$ cat src/hdl/amgs_pkg.sv
// Package for the adjacency matrix graph store.
// Holds sizes, the item payload structs, the operation codes and the
// controller to datapath command and status types. Depends on nothing.
`default_nettype none

package amgs_pkg;

    localparam int MAX_VERTICES = 64;
    localparam int VID_W        = 6;
    localparam int ORDER_W      = 7;
    localparam int DEG_W        = 6;
    localparam int EDGE_W       = 11;

    typedef enum logic [2:0] {
        FN_ADD_EDGE    = 3'd0,
        FN_REMOVE_EDGE = 3'd1,
        FN_REMOVE_VERT = 3'd2,
        FN_QUERY_EDGE  = 3'd3,
        FN_DEGREE      = 3'd4,
        FN_STATS       = 3'd5
    } amgs_func_t;

    typedef struct packed {
        logic [2:0]       func;
        logic [VID_W-1:0] first_vertex;
        logic [VID_W-1:0] second_vertex;
    } amgs_in_t;

    typedef struct packed {
        logic               status;
        logic               edge_present;
        logic [DEG_W-1:0]   vertex_degree;
        logic               is_isolated;
        logic [ORDER_W-1:0] vertex_count;
        logic [EDGE_W-1:0]  edge_count;
        logic [DEG_W-1:0]   low_degree;
        logic [DEG_W-1:0]   high_degree;
    } amgs_out_t;

    typedef struct packed {
        logic [DEG_W-1:0]        deg;
        logic [MAX_VERTICES-1:0] row;
    } amgs_word_t;

    typedef enum logic [1:0] {
        SEL_U,
        SEL_V,
        SEL_I
    } amgs_sel_t;

    typedef enum logic [1:0] {
        WR_SET,
        WR_CLR,
        WR_ZERO
    } amgs_wr_op_t;

    typedef enum logic [3:0] {
        ST_IDLE,
        ST_DISPATCH,
        ST_RD_U,
        ST_EDGE_U,
        ST_EDGE_V,
        ST_NBR,
        ST_SCAN,
        ST_CLR,
        ST_ZERO,
        ST_STAT,
        ST_STAT_END,
        ST_DONE
    } amgs_state_t;

    typedef struct packed {
        logic        latch;
        logic        mem_rd;
        amgs_sel_t   rd_sel;
        logic        mem_wr;
        amgs_sel_t   wr_sel;
        amgs_wr_op_t wr_op;
        logic        edge_inc;
        logic        edge_dec;
        logic        save_nbr;
        logic        idx_inc;
        logic        stat_step;
        logic        set_removed;
        logic        res_load;
    } amgs_cmd_t;

    typedef struct packed {
        logic [2:0] func;
        logic       u_eq_v;
        logic       u_present;
        logic       v_present;
        logic       edge_bit;
        logic       nbr_bit;
        logic       idx_max;
        logic       idx_order_end;
    } amgs_status_t;

endpackage

`default_nettype wire

$ cat src/hdl/amgs_ctrl.sv
// Controller of the adjacency matrix graph store: handshakes and the
// operation sequencer. Depends on amgs_pkg; drives amgs_dp by amgs_cmd_t.
`default_nettype none

module amgs_ctrl
    import amgs_pkg::*;
(
    input  wire logic          aclk,
    input  wire logic          aresetn,
    input  wire logic          s_valid,
    output logic               s_ready,
    output logic               m_valid,
    input  wire logic          m_ready,
    input  wire logic          cfg_valid,
    output logic               cfg_ready,
    input  wire amgs_status_t  stat,
    output amgs_cmd_t          cmd
);

    amgs_state_t state_reg;
    amgs_state_t state_next;
    logic        out_valid_reg;
    logic        edge_set;

    assign cfg_ready = (state_reg == ST_IDLE);
    assign s_ready   = (state_reg == ST_IDLE) && !cfg_valid;
    assign m_valid   = out_valid_reg;
    assign edge_set  = (stat.func == FN_ADD_EDGE);

    always_ff @(posedge aclk) begin
        if (!aresetn) begin
            state_reg     <= ST_IDLE;
            out_valid_reg <= 1'b0;
        end else begin
            state_reg <= state_next;
            if (cmd.res_load) begin
                out_valid_reg <= 1'b1;
            end else if (m_ready) begin
                out_valid_reg <= 1'b0;
            end
        end
    end

    always_comb begin
        state_next = state_reg;
        case (state_reg)
            ST_IDLE: begin
                if (s_valid && s_ready) begin
                    state_next = ST_DISPATCH;
                end
            end
            ST_DISPATCH: begin
                case (stat.func)
                    FN_ADD_EDGE, FN_REMOVE_EDGE: begin
                        if (stat.u_eq_v || !(stat.u_present && stat.v_present)) begin
                            state_next = ST_DONE;
                        end else begin
                            state_next = ST_RD_U;
                        end
                    end
                    FN_REMOVE_VERT: begin
                        state_next = stat.u_present ? ST_RD_U : ST_DONE;
                    end
                    FN_QUERY_EDGE, FN_DEGREE: begin
                        state_next = ST_RD_U;
                    end
                    FN_STATS: begin
                        state_next = ST_STAT;
                    end
                    default: begin
                        state_next = ST_DONE;
                    end
                endcase
            end
            ST_RD_U: begin
                case (stat.func)
                    FN_ADD_EDGE, FN_REMOVE_EDGE: state_next = ST_EDGE_U;
                    FN_REMOVE_VERT:              state_next = ST_NBR;
                    default:                     state_next = ST_DONE;
                endcase
            end
            ST_EDGE_U: begin
                if (stat.edge_bit == edge_set) begin
                    state_next = ST_DONE;
                end else begin
                    state_next = ST_EDGE_V;
                end
            end
            ST_EDGE_V: begin
                state_next = ST_DONE;
            end
            ST_NBR: begin
                state_next = ST_SCAN;
            end
            ST_SCAN: begin
                if (stat.nbr_bit) begin
                    state_next = ST_CLR;
                end else if (stat.idx_max) begin
                    state_next = ST_ZERO;
                end
            end
            ST_CLR: begin
                state_next = stat.idx_max ? ST_ZERO : ST_SCAN;
            end
            ST_ZERO: begin
                state_next = ST_DONE;
            end
            ST_STAT: begin
                if (stat.idx_order_end) begin
                    state_next = ST_STAT_END;
                end
            end
            ST_STAT_END: begin
                state_next = ST_DONE;
            end
            ST_DONE: begin
                if (!out_valid_reg || m_ready) begin
                    state_next = ST_IDLE;
                end
            end
            default: begin
                state_next = ST_IDLE;
            end
        endcase
    end

    always_comb begin
        cmd = '0;
        case (state_reg)
            ST_IDLE: begin
                cmd.latch = s_valid && s_ready;
            end
            ST_RD_U: begin
                cmd.mem_rd = 1'b1;
                cmd.rd_sel = SEL_U;
            end
            ST_EDGE_U: begin
                if (stat.edge_bit != edge_set) begin
                    cmd.mem_wr = 1'b1;
                    cmd.wr_sel = SEL_U;
                    cmd.wr_op  = edge_set ? WR_SET : WR_CLR;
                    cmd.mem_rd = 1'b1;
                    cmd.rd_sel = SEL_V;
                end
            end
            ST_EDGE_V: begin
                cmd.mem_wr   = 1'b1;
                cmd.wr_sel   = SEL_V;
                cmd.wr_op    = edge_set ? WR_SET : WR_CLR;
                cmd.edge_inc = edge_set;
                cmd.edge_dec = !edge_set;
            end
            ST_NBR: begin
                cmd.save_nbr = 1'b1;
            end
            ST_SCAN: begin
                if (stat.nbr_bit) begin
                    cmd.mem_rd = 1'b1;
                    cmd.rd_sel = SEL_I;
                end else if (!stat.idx_max) begin
                    cmd.idx_inc = 1'b1;
                end
            end
            ST_CLR: begin
                cmd.mem_wr   = 1'b1;
                cmd.wr_sel   = SEL_I;
                cmd.wr_op    = WR_CLR;
                cmd.edge_dec = 1'b1;
                cmd.idx_inc  = !stat.idx_max;
            end
            ST_ZERO: begin
                cmd.mem_wr      = 1'b1;
                cmd.wr_sel      = SEL_U;
                cmd.wr_op       = WR_ZERO;
                cmd.set_removed = 1'b1;
            end
            ST_STAT: begin
                cmd.mem_rd    = 1'b1;
                cmd.rd_sel    = SEL_I;
                cmd.stat_step = 1'b1;
                cmd.idx_inc   = !stat.idx_order_end;
            end
            ST_DONE: begin
                cmd.res_load = !out_valid_reg || m_ready;
            end
            default: begin
                cmd = '0;
            end
        endcase
    end

endmodule

`default_nettype wire
$ cat config.mk
export PLATFORM = sky130hd
export DESIGN_NAME = amgs_ctrl
export DESIGN_NICKNAME = d
export VERILOG_FILES = /design/src/hdl/amgs_pkg.sv /design/src/hdl/amgs_ctrl.sv
export SDC_FILE = /design/constraint.sdc
export NUM_CORES = 1
export LEC_CHECK = 0
export BUFFER_PORTS_ARGS = -buffer_cell sky130_fd_sc_hd__buf_4
export CAP_MARGIN = 20
export CORE_MARGIN = 5
export CORE_UTILIZATION = 46
export DETAILED_ROUTE_END_ITERATION = 10
export GPL_ROUTABILITY_DRIVEN = 0
export GPL_TIMING_DRIVEN = 0
export PLACE_DENSITY_LB_ADDON = 0.08
export SYNTH_ARGS = -nofsm -noshare
export SYNTH_HDL_FRONTEND = slang
export SYNTH_SLANG_ARGS = --single-unit
export TNS_END_PERCENT = 5
$ cat constraint.sdc
create_clock -name aclk -period 2.9 [get_ports aclk]
set_clock_uncertainty 0.2 [all_clocks]
set_input_delay 0.435 -clock aclk [delete_from_list [all_inputs] [get_ports aclk]]
set_output_delay 0.435 -clock aclk [all_outputs]
set_load 0.005 [all_outputs]
---- Word-level counts from Yosys, hierarchy flattened ----
Index checks and enable logic that the tools add are counted.
operators by class
  muxes and demuxes ....................... 29
  reduce and logical (&&, ||, !) cells .... 18
  equality and inequality tests ........... 22
operator list
  kind                  number
  $pmux W4 S10          1
  $mux W4               9
  $pmux W5 S4           1
  $eq A4 B3 Y1 const B  4
  $eq A4 B4 Y1 const B  4
  $pmux W4 S4           1
  $pmux W3 S4           1
  $mux W1               11
  $eq A4 B2 Y1 const B  2
  $mux W8               1
  $pmux W4 S2           1
  $eq A3 B2 Y1 const B  2
  $eq A3 B3 Y1 const B  2
  $logic_not A1 Y1      6
  $eq A4 B1 Y1 const B  1
  $logic_not A4 Y1      1
  $ne A2 B2 Y1 const B  2
  $reduce_and A4 Y1     1
  $reduce_or A2 Y1      2
  $eq A3 B1 Y1 const B  1
  $logic_and A1 B1 Y1   3
  $logic_not A3 Y1      1
  $mux W3               1
  $ne A3 B3 Y1 const B  1
  other kinds (8)       9
word-level totals
  word-level logic and storage cells ...... 71
  output and inout port bits .............. 19
  bits in registers ....................... 5
  bits of input ports ..................... 15

---- Depth between registers and ports, before layout ----
  depth after elaboration ................. 6
  gate-level depth with buffers ........... 7
  mapped depth without buffers ............ 6

---- Worst setup path before layout ----
No wires, ideal clock.
  path kind ............................... input to output
  start point ............................. input stat[9] in the netlist's numbering
  end point ............................... output cmd[14] in the netlist's numbering
  stages on the path ...................... 5
  path buffers ............................ 0
  path slack .............................. 0.646 ns
  arrival time ............................ 1.619 ns
  cells stage by stage .................... or3_1 ha_1 a21oi_1 nor2_1 o31ai_1
RTL lines
  element             line             text
  start: declaration  amgs_ctrl.sv:16  input wire amgs_status_t stat,
  end: declaration    amgs_ctrl.sv:17  output amgs_cmd_t cmd

==> flow_summary.ini <==
[die]
die_y_um = 50.1
core_mm2 = 0.00151
io_pins = 34
die_w_um = 50.1
start_util_pct = 49.0
die_area_mm2 = 0.00251
num_rows = 14

[setup_path]
arrival_ns = 1.98
r2r-end = state_reg[0]$_SDFFE_PN0P_
timing.critical_path.buf_inv = 2
r2r_slack_ns = 1.12
rr_startpoint = state_reg[3]$_SDFFE_PN0P_
cp_top_family = simple AND/OR/NAND/NOR gates
start_kind = input port
crit_type = input port to output port
crit_path_start = stat[9]
crit_chain = buf_4 -> or3_1 -> ha_1 -> nor2b_1 -> o22ai_1 -> a21o_1 -> buf_4
cpMaxStageDelayCell = or3_1
max_stage_delay_ns = 0.44
setup.worst_path.end_class = output port
crit_fanout = 6
required_ns = 2.27
worstRegToRegCells = 5
crit_top_cell = buf_4

[detailed_routing]
drc = 0
first_pass_iters = 4
m1WireLength_um = 933
vias = 957
wirelength_um = 2280
dr.max_layer_used = met3
drt_iter0_markers = 33
avgViaCountPerCell = 5.94
wire_per_inst_um = 14.1
met3_length_um = 230
wl_met2_um = 1110
ant_nets = 0

[clocking]
cts_buffers = 3
clk_latency_ns = 0.24
clkTransAtPathRegs_ns = 0.04
clockRootBuffer = clkbuf_4
postCtsHoldBufs = 0
tritoncts = built
cts_max_path_buffers = 2
cts_setup_buffers = 0
cts_resized = 0
clock-sinks = 5
htree_num_levels = 1

[timing]
setup-tns-final_ns = 0
hold_violations = 0
tightest_slew_ns = 0.440
fmax_mhz = 382
drv_slew = 0
worst_slack_ns = 0.283
fin_crit_ns = 2.62
period_share_pct = 90.2
slew_headroom_pct = 70.7
rsz0062_at_grt = no
setup_viol_count_final = 0

[global_routing]
antenna_found_initial = 0
grt_pass1_vias = 909
grt_pass1_wl_um = 3790
grt.overflow.total = 0
grt_start_max_net_pins = 11
grtUsageTotal_pct = 18.6

[logic_synthesis]
syn_area_per_cell_um2 = 6.84
netlist_top_cells_area = dfxtp_1, nand2b_1, nor2b_1, a21oi_1, o21ai_0
netlist-cell-type-count = 41
yosys.area.top_type = dfxtp_1
netlist.area_leader.share_pct = 13.6
yosysSeqAreaShare_pct = 13.6
netlist_instances = 108
syn_area_um2 = 738
synth-seq-cells = 5
synth_warnings = 0
synth_nets = 124

[layout]
drive_above_1_share_pct = 30.3
n_antenna_cell = 0
area_delta_synth_final_pct = 39.8
nFillCells = 147
multi_input_area_um2 = 584
fin_nets = 162
register_area_um2 = 100
post-route-util_pct = 68.5
largest_reg_flops = 4

[worst_hold_path]
hold_class = input port to flop
hold_start = aresetn
min_to = state_reg[0]$_SDFFE_PN0P_
whs_path_depth = 3

[flow_run]
max-cap-violations = 0

[power_and_ir_drop]
peakVddDrop_mv = 0.666
power_density_mw_per_mm2 = 685
p_leak_nw = 0.474

[placed_design]
port_buffers = 33
dpl.hpwl_um = 1810
dp_slack_ns = 0.296

[status]
status = complete, no violations
[worst max-delay path by stage]
stage,cells after the start,slack (ns),endpoint
after floorplan,5,0.65,cmd[14]
after detailed placement,7,0.30,cmd[11]
after CTS,7,0.29,cmd[11]
after global placement,7,0.33,cmd[14]
after global routing,7,0.22,cmd[11]
final,7,0.28,cmd[11]
[cell usage in the layout, fill, tap and decap left out, types with 4 or more instances in the layout]
| cell | n |
|---|---|
| nor3_1 | 4 |
| o21ai_0 | 8 |
| a21o_1 | 4 |
| nand2b_1 | 7 |
| inv_1 | 5 |
| nor2_1 | 10 |
| nor2b_1 | 7 |
| dfxtp_1 | 5 |
| buf_2 | 4 |
| nand2_1 | 7 |
| buf_4 | 34 |
| a21oi_1 | 8 |
[cells in the mapped netlist, drive strengths merged]
library cell,n
nor2,10
a21oi,8
nand2,8
o21ai,8
nand2b,7
nor2b,7
buf,5
dfxtp,5
inv,5
a21o,4
nor3,4
nand3,3
nor4,3
o31ai,3
and3b,2
clkbuf,2
o21a,2
a2111oi,1
a211o,1
a221oi,1
a22oi,1
a2bb2oi,1
a311oi,1
a31o,1
and3,1
ha,1
mux2,1
nand3b,1
nor3b,1
nor4b,1
nor4bb,1
o211ai,1
o21bai,1
o22ai,1
o41a,1
or3,1
or3b,1
or4,1
or4b,1
[final cells by class]
cell class	count	share of cell area [%]
well taps	16	1.94
inverters	5	1.82
multi-input cells	91	56.6
flip-flops and latches	5	9.70
clock buffers	4	2.55
plain buffers	7	3.39
repair buffers	33	24.0
[routing by layer]
layer  track usage, %  vias to the layer above
li1                 -                      477
met1             22.9                      426
met2             31.0                       54
met3             7.23                        0
met4             2.18                        0
met5                0                        -
[worst register-to-register path: stages (launching register included)]
cell and delay, ns:
dfxtp_1 0.46, clkbuf_1 0.39, nand3b_1 0.17, a21oi_1 0.08
a221oi_1 0.24, o21ai_0 0.13
[per-stage QoR]
stage / std cells / instance area, um^2 / total power [mW] / hold WS (ns)
after global placement: 157 / 1010 / 0.615 / 0.460
after CTS: 161 / 1030 / 0.703 / 0.222
after global routing: 161 / 1030 / 0.771 / 0.243
final: 161 / 1030 / 0.707 / 0.225
after detailed placement: 157 / 1010 / 0.621 / 0.467
after floorplan: 108 / 738 / 0.444 / 0.344
[cell families (layout without fill, tap and decap cells)]
| logic type | Yosys count | after routing | synth area share [%] |
|---|---|---|---|
| buffers and inverters | 12 | 49 | 7.29 |
| and+or+nand+nor | 53 | 53 | 40.9 |
| adders and majority gates | 1 | 1 | 1.69 |
| AOI/OAI and AO/OA | 36 | 36 | 35.1 |
| muxes | 1 | 1 | 1.53 |
| DFF | 5 | 5 | 13.6 |
[power by group]
group	internal, mW	switching (mW)	total (mW)
Clock	0.0519	0.0276	0.0795
Combinational	0.233	0.276	0.509
Sequential	0.0893	0.0298	0.119
Note: power is estimated with default switching activity, not from simulation.
